[config.mk]
export PLATFORM = sky130hd
export DESIGN_NAME = hamming_sec_encode_check
export DESIGN_NICKNAME = d
export VERILOG_FILES = /design/src/hsec_pkg.sv /design/src/hsec_syndrome.sv /design/src/hamming_sec_encode_check.sv
export SDC_FILE = /design/constraint.sdc
export NUM_CORES = 1
export LEC_CHECK = 0
export ABC_CLOCK_PERIOD_IN_PS = 28000
export BUFFER_PORTS_ARGS = -buffer_cell sky130_fd_sc_hd__clkbuf_2
export CORE_UTILIZATION = 57
export CTS_CLUSTER_DIAMETER = 80
export CTS_CLUSTER_SIZE = 28
export DETAILED_ROUTE_END_ITERATION = 7
export MAX_ROUTING_LAYER = met4
export PLACE_DENSITY_LB_ADDON = 0.3
export SLEW_MARGIN = 10
export SYNTH_ARGS = -nofsm -noshare
export SYNTH_HDL_FRONTEND = slang
export SYNTH_SLANG_ARGS = --single-unit
[constraint.sdc]
create_clock -name clk -period 28 [get_ports clk]
set_clock_uncertainty 0.1 [all_clocks]
set_input_delay 0 -clock clk [delete_from_list [all_inputs] [get_ports clk]]
set_output_delay 0 -clock clk [all_outputs]
set_load 0.05 [all_outputs]
[src/hsec_pkg.sv]
// Shared types, constants and functions of the Hamming SEC encoder and checker.
package hsec_pkg;

	localparam int CODE_W            = 64;
	localparam int DATA_W            = 57;
	localparam int LEN_W             = 7;
	localparam int SYN_W             = 7;
	localparam int CFG_W             = 6;
	localparam int APB_DATA_W        = 32;
	localparam int APB_ADDR_W        = 3;
	localparam int MAX_CODE_BITS_DEF = 64;
	localparam int DATA_BITS_LIMIT   = 57;

	localparam logic [CFG_W-1:0] DATA_BITS_RESET = 6'd4;

	localparam logic REG_DATA_BITS = 1'b0;

	localparam logic FUNC_ENCODE = 1'b0;
	localparam logic FUNC_CHECK  = 1'b1;

	typedef logic [CODE_W-1:0] code_t;
	typedef logic [LEN_W-1:0]  len_t;
	typedef logic [SYN_W-1:0]  syn_t;

	function automatic int parity_count(input int k);
		int r;
		r = 0;
		for (int i = 0; i < 8; i++) begin
			if ((1 << r) < k + r + 1) begin
				r = r + 1;
			end
		end
		return r;
	endfunction

	function automatic int max_data_bits(input int max_code);
		int top;
		top = 1;
		for (int k = 1; k <= DATA_BITS_LIMIT; k++) begin
			if (k + parity_count(k) <= max_code) begin
				top = k;
			end
		end
		return top;
	endfunction

	function automatic code_t spread_data(input logic [DATA_W-1:0] d);
		code_t w;
		int    j;
		w = '0;
		j = 0;
		for (int p = 1; p <= CODE_W; p++) begin
			if ((p & (p - 1)) != 0) begin
				w[p-1] = d[j];
				j = j + 1;
			end
		end
		return w;
	endfunction

	function automatic code_t check_mask(input int m);
		code_t w;
		w = '0;
		for (int p = 1; p <= CODE_W; p++) begin
			if ((p & (1 << m)) != 0) begin
				w[p-1] = 1'b1;
			end
		end
		return w;
	endfunction

endpackage

[src/hsec_syndrome.sv]
// Parity-check tree giving the Hamming syndrome of a 64-bit codeword.
module hsec_syndrome
	import hsec_pkg::*;
(
	input  code_t word,
	output syn_t  syn
);

	always_comb begin
		for (int m = 0; m < SYN_W; m++) begin
			syn[m] = ^(word & check_mask(m));
		end
	end

endmodule

[src/hamming_sec_encode_check.sv]
// Hamming SEC encoder and checker: three-stage pipeline with an APB register port.
//
// One transaction can enter on every clock while item_ready is high. Its result is valid
// on the outputs once it has passed the three register stages (s1, s2, s3). A full
// pipeline sustains one result per cycle while result_ready stays high. While the result
// channel stalls, empty stages keep filling, so item_ready drops only once all three
// stages hold a transaction; a full stage holds in place until the stage after it frees
// up. Stage 1 places the data bits (or masks the received word) to the codeword length,
// stage 2 runs the parity-check trees, stage 3 sets parity bits or corrects the named
// bit. The data_bits register (byte address 0) sets the codeword length; 0 counts as one
// data bit and lengths past MAX_CODE_BITS saturate. Write it only while idle.
module hamming_sec_encode_check
	import hsec_pkg::*;
#(
	parameter int MAX_CODE_BITS = MAX_CODE_BITS_DEF
) (
	input  logic                  clk,
	input  logic                  arst_n,
	input  logic                  psel,
	input  logic                  penable,
	input  logic                  pwrite,
	input  logic [APB_ADDR_W-1:0] paddr,
	input  logic [APB_DATA_W-1:0] pwdata,
	output logic [APB_DATA_W-1:0] prdata,
	output logic                  pready,
	input  logic                  item_valid,
	output logic                  item_ready,
	input  logic                  func,
	input  logic [DATA_W-1:0]     data_word,
	input  logic [CODE_W-1:0]     received_code,
	output logic                  result_valid,
	input  logic                  result_ready,
	output logic [CODE_W-1:0]     code_word,
	output logic [LEN_W-1:0]      code_length,
	output logic [SYN_W-1:0]      syndrome,
	output logic                  error_found,
	output logic [LEN_W-1:0]      display_position,
	output logic                  syndrome_out_of_range
);

	localparam int TOP_DATA_BITS = max_data_bits(MAX_CODE_BITS);

	logic [CFG_W-1:0] data_bits_q;
	logic [CFG_W-1:0] k_eff;
	len_t             n_cur;
	code_t            nmask;
	code_t            word_in;

	logic  valid_s1, valid_s2, valid_s3;
	logic  en_s1, en_s2, en_s3;
	logic  func_s1, func_s2;
	code_t word_s1, word_s2, word_s3;
	len_t  n_s1, n_s2, n_s3;
	syn_t  syn_s2, syn_s3;
	logic  found_s3, oor_s3;
	len_t  disp_s3;

	syn_t  syn_calc;
	code_t word_fin;
	syn_t  syn_fin;
	logic  found_fin, oor_fin;
	len_t  disp_fin;

	// configuration port
	assign pready = 1'b1;

	always_ff @(posedge clk or negedge arst_n) begin
		if (!arst_n) begin
			data_bits_q <= DATA_BITS_RESET;
		end else if (psel && penable && pwrite && paddr[2] == REG_DATA_BITS) begin
			data_bits_q <= pwdata[CFG_W-1:0];
		end
	end

	always_comb begin
		prdata = '0;
		if (paddr[2] == REG_DATA_BITS) begin
			prdata[CFG_W-1:0] = data_bits_q;
		end
	end

	// codeword length
	always_comb begin
		k_eff = data_bits_q;
		if (k_eff == '0) begin
			k_eff = CFG_W'(1);
		end
		if (int'(k_eff) > TOP_DATA_BITS) begin
			k_eff = CFG_W'(TOP_DATA_BITS);
		end
		n_cur = LEN_W'(k_eff) + LEN_W'(parity_count(int'(k_eff)));
		nmask = ~({CODE_W{1'b1}} << n_cur);
		word_in = (func == FUNC_ENCODE) ? spread_data(data_word) : received_code;
		word_in = word_in & nmask;
	end

	// stall control
	assign en_s3      = !valid_s3 || result_ready;
	assign en_s2      = !valid_s2 || en_s3;
	assign en_s1      = !valid_s1 || en_s2;
	assign item_ready = en_s1;

	always_ff @(posedge clk or negedge arst_n) begin
		if (!arst_n) begin
			valid_s1 <= 1'b0;
			valid_s2 <= 1'b0;
			valid_s3 <= 1'b0;
		end else begin
			if (en_s1) valid_s1 <= item_valid;
			if (en_s2) valid_s2 <= valid_s1;
			if (en_s3) valid_s3 <= valid_s2;
		end
	end

	// stage 1: place and mask
	always_ff @(posedge clk) begin
		if (en_s1 && item_valid) begin
			func_s1 <= func;
			word_s1 <= word_in;
			n_s1    <= n_cur;
		end
	end

	// stage 2: parity checks
	hsec_syndrome u_syndrome (
		.word (word_s1),
		.syn  (syn_calc)
	);

	always_ff @(posedge clk) begin
		if (en_s2 && valid_s1) begin
			func_s2 <= func_s1;
			word_s2 <= word_s1;
			n_s2    <= n_s1;
			syn_s2  <= syn_calc;
		end
	end

	// stage 3: set parity or correct
	always_comb begin
		word_fin  = word_s2;
		syn_fin   = '0;
		found_fin = 1'b0;
		oor_fin   = 1'b0;
		disp_fin  = '0;
		unique case (func_s2)
			FUNC_ENCODE: begin
				for (int m = 0; m < SYN_W; m++) begin
					word_fin[(1 << m) - 1] = word_s2[(1 << m) - 1] | syn_s2[m];
				end
			end
			FUNC_CHECK: begin
				syn_fin = syn_s2;
				if (syn_s2 != '0) begin
					if (syn_s2 <= n_s2) begin
						word_fin  = word_s2 ^ (code_t'(1) << (syn_s2 - SYN_W'(1)));
						found_fin = 1'b1;
						disp_fin  = n_s2 - syn_s2 + LEN_W'(1);
					end else begin
						oor_fin = 1'b1;
					end
				end
			end
			default: begin
				word_fin = word_s2;
			end
		endcase
	end

	always_ff @(posedge clk) begin
		if (en_s3 && valid_s2) begin
			word_s3  <= word_fin;
			n_s3     <= n_s2;
			syn_s3   <= syn_fin;
			found_s3 <= found_fin;
			disp_s3  <= disp_fin;
			oor_s3   <= oor_fin;
		end
	end

	assign result_valid          = valid_s3;
	assign code_word             = word_s3;
	assign code_length           = n_s3;
	assign syndrome              = syn_s3;
	assign error_found           = found_s3;
	assign display_position      = disp_s3;
	assign syndrome_out_of_range = oor_s3;

	a_flags_exclusive: assert property (@(posedge clk) disable iff (!arst_n)
		valid_s3 |-> !(found_s3 && oor_s3))
		else $error("correction and out-of-range flag both set");

	a_found_in_range: assert property (@(posedge clk) disable iff (!arst_n)
		valid_s3 && found_s3 |-> syn_s3 != '0 && syn_s3 <= n_s3)
		else $error("correction reported for syndrome outside the codeword");

	a_disp_only_on_fix: assert property (@(posedge clk) disable iff (!arst_n)
		valid_s3 && !found_s3 |-> disp_s3 == '0)
		else $error("display position set without a correction");

	a_s1_holds: assert property (@(posedge clk) disable iff (!arst_n)
		valid_s1 && !en_s2 |=> valid_s1 && $stable(word_s1))
		else $error("stage 1 lost its transaction during a stall");

endmodule

==> results.cfg <==
[place]
post-dp-hpwl_mm = 28.8
place.gp.congestion = 0.927
io_buffers = 230

[sta]
hold_viol_final = 0
layout_min_cycle_time_ns = 25.79
slew_headroom = 0.192
setup-violations-final = 0
maxSlewViolCount = 0
fin_setup_tns_ns = 0
clock.fmax_ghz = 0.0388
rsz0062_at_grt = no
tightest_slew_ns = 1.20
period_share = 0.921

[setup_path]
cp_max_fo = 29
critPathSlowestCell = a2111oi_1
r2r_cells = 103
reg2reg_slack_ns = 2.21
startpoint_type = flop
crit_top_cell = ha_1
path_buf_inv = 10
critPathRequiredTime_ns = 28.12
path_delay_family = compound AO/OA/AOI/OAI gates
critPathKind = flop to flop
r2r_end = word_s1[21]
worstSetupEndpointType = flop
cp_slowest_stage_delay_ns = 0.60
cp_data_arrival_time_ns = 25.91
timing.rr.start = data_bits_q[3]

[floorplanning]
die_area_um2 = 28100
ioPinCount = 286
core-area_um2 = 27000
initial_utilization = 0.581
die_w_um = 168
row_count = 60
dieHeight_um = 168

[yosys]
yosysWarnings = 0
yosys.area.top_type = edfxtp_1
async_flop_share = 0.0366
syn_avg_cell_area_um2 = 11.3
synth-seq-area-share = 0.469
yosysMostFrequentCell = edfxtp_1
synth_area_um2 = 15700
syn_inst = 1391
synth.top_cells.by_area = edfxtp_1 (45%), ha_1 (8.5%), xnor2_1 (7.9%), mux2i_1 (4.4%), xor2_1 (3.5%)
synthTopCellsByCount = edfxtp_1 (237), xnor2_1 (142), nor2_1 (110)
synth_top_area_frac = 0.455
synth.distinct_cells = 87
synth_flop_cell = edfxtp_1
synth_edf_count = 237
ys_ff_latch = 246

[layout]
drive_gt1_frac = 0.177
final_nets = 2015
utilization = 0.694
nFillCells = 1853
area_growth_syn_to_layout_pct = 19.5

[clock_tree]
clock_latency_ns = 0.49
clock_tree.root_cell = clkbuf_16
clkSinkCount = 246
cts_inserted_buffers = 13
cts_buffer_depth = 3
cts_tree = yes
post-cts-setup-buffer-count = 0
cts.clk_slew.worst_paths_ns = 0.10
htree_num_levels = 1

[global_route]
grt_pass1_wl_mm = 64.0
grt_max_degree = 79
grt_pass1_vias = 12000
antenna_found_initial = 1
grt.overflow.total = 0
grtUsageTotal = 0.300

[routing]
ant_nets = 0
drcViolationCount = 0
via_count = 12200
vias_per_cell = 5.87
avgRoutedWirePerCell_um = 19.8
drt_iter0_drc = 1394
drtPass1Iterations = 6
wl_mm = 41.2

[hold_path]
min_to = data_bits_q[1]
min_from = pwrite
hp-class = input port to flop
whs_path_depth = 3

[job]
max_cap_violations = 0

[outcome]
outcome = finished, final reports clean
-- worst max-delay path by stage --
stage	from	to	slack [ns]	depth (start not counted)
after floorplan	data_bits_q[4]	word_s1[39]	5.66	103
after global placement	data_bits_q[3]	word_s1[2]	2.53	98
after detailed placement	data_bits_q[3]	word_s1[20]	2.00	102
after CTS	data_bits_q[3]	word_s1[20]	1.94	102
after global routing	data_bits_q[3]	word_s1[21]	0.02	103
final	data_bits_q[3]	word_s1[21]	2.21	103
-- metal layers --
layer / up-vias / share of wire / global-route usage
met4: 0 / 0.025 / 0.0826
met1: 5770 / 0.40 / 0.395
li1: 5649 / - / -
met3: 92 / 0.10 / 0.0411
met2: 709 / 0.47 / 0.489
met5: - / 0 / -
-- flip-flops by register name, summed over array words and instances, names as in the netlist --
name                   count
code_length                7
code_word                 64
data_bits_q                6
display_position           7
error_found                1
func_s1                    1
func_s2                    1
n_s1                       7
n_s2                       7
result_valid               1
syn_s2                     7
syndrome                   7
syndrome_out_of_range      1
valid_s1                   1
valid_s2                   1
word_s1                   64
word_s2                   63
-- per-stage QoR --
| stage | setup slack (ns) | cells | hold WS (ns) | instance area (um2) |
|---|---|---|---|---|
| 4_1_cts | 1.94 | 2080 | 0.00835 | 18700 |
| 3_3_place_gp | 2.53 | 1937 | -0.218 | 17100 |
| 6_report | 2.21 | 2081 | 0.0330 | 18700 |
| 5_1_grt | 0.0208 | 2081 | 0.0323 | 18700 |
| 2_1_floorplan | 5.66 | 1426 | -0.396 | 15800 |
| 3_5_place_dp | 2.00 | 1937 | -0.214 | 17100 |
-- worst reg2reg max path: cells and delay by family (launching register included) --
family / cells / cell delay, ns
compound gates: 40 / 9.33
xor+xnor: 7 / 1.35
fa+ha+maj: 21 / 6.54
buf+inv: 10 / 2.45
flops: 1 / 0.33
mux: 4 / 1.20
simple gates: 21 / 4.29
-- placed cells by master (no fill, tap or decap), drive strengths merged, types with 4 or more instances in the layout --
| cell | n |
|---|---|
| conb | 37 |
| fa | 9 |
| edfxtp | 237 |
| or3 | 9 |
| or4 | 4 |
| a31oi | 18 |
| and4b | 4 |
| buf | 10 |
| nand2 | 74 |
| o21bai | 5 |
| a21oi | 79 |
| ha | 106 |
| nor4 | 5 |
| dfrtp | 8 |
| a211oi | 15 |
| mux2i | 69 |
| dlygate4sd3 | 125 |
| and2 | 18 |
| mux2 | 8 |
| a21o | 25 |
| nand4b | 4 |
| a2111oi | 5 |
| inv | 61 |
| xnor2 | 144 |
| xor2 | 62 |
| o21ai | 28 |
| nor2b | 20 |
| nand4 | 5 |
| nand3 | 28 |
| nor2 | 114 |
| o31ai | 7 |
| nand2b | 21 |
| and3 | 17 |
| clkbuf | 242 |
| o21a | 7 |
| o22ai | 4 |
| nor3 | 47 |
-- layout make-up --
| cell class | count | area [um2] | area share |
|---|---|---|---|
| diodes | 1 | 2.50 | 0.000134 |
| clock buffers | 13 | 325 | 0.0174 |
| flip-flops and latches | 246 | 7340 | 0.392 |
| multi-input cells | 1051 | 7840 | 0.419 |
| well taps | 341 | 427 | 0.0228 |
| repair buffers | 364 | 2470 | 0.132 |
| inverters | 60 | 225 | 0.0120 |
| clock inverters | 5 | 72.6 | 0.00388 |
-- timing repair --
| action | 4_1_cts | 5_1_grt |
|---|---|---|
| hold buffers | 125 | 0 |
| gates resized for setup | 0 | 4 |
| hold endpoints to repair | 78 | 0 |
| endpoints found under the setup margin | 0 | 63 |
-- logic make-up after synthesis --
family          share of synthesized area
flops                               0.469
fa+ha+maj                          0.0975
xor+xnor                            0.119
mux                                0.0499
compound gates                      0.105
buf+inv                            0.0393
other cells                      0.000480
simple gates                        0.120
Power is not shown: default switching activity piles up to over one toggle a cycle in this logic, so the estimate is an artifact.
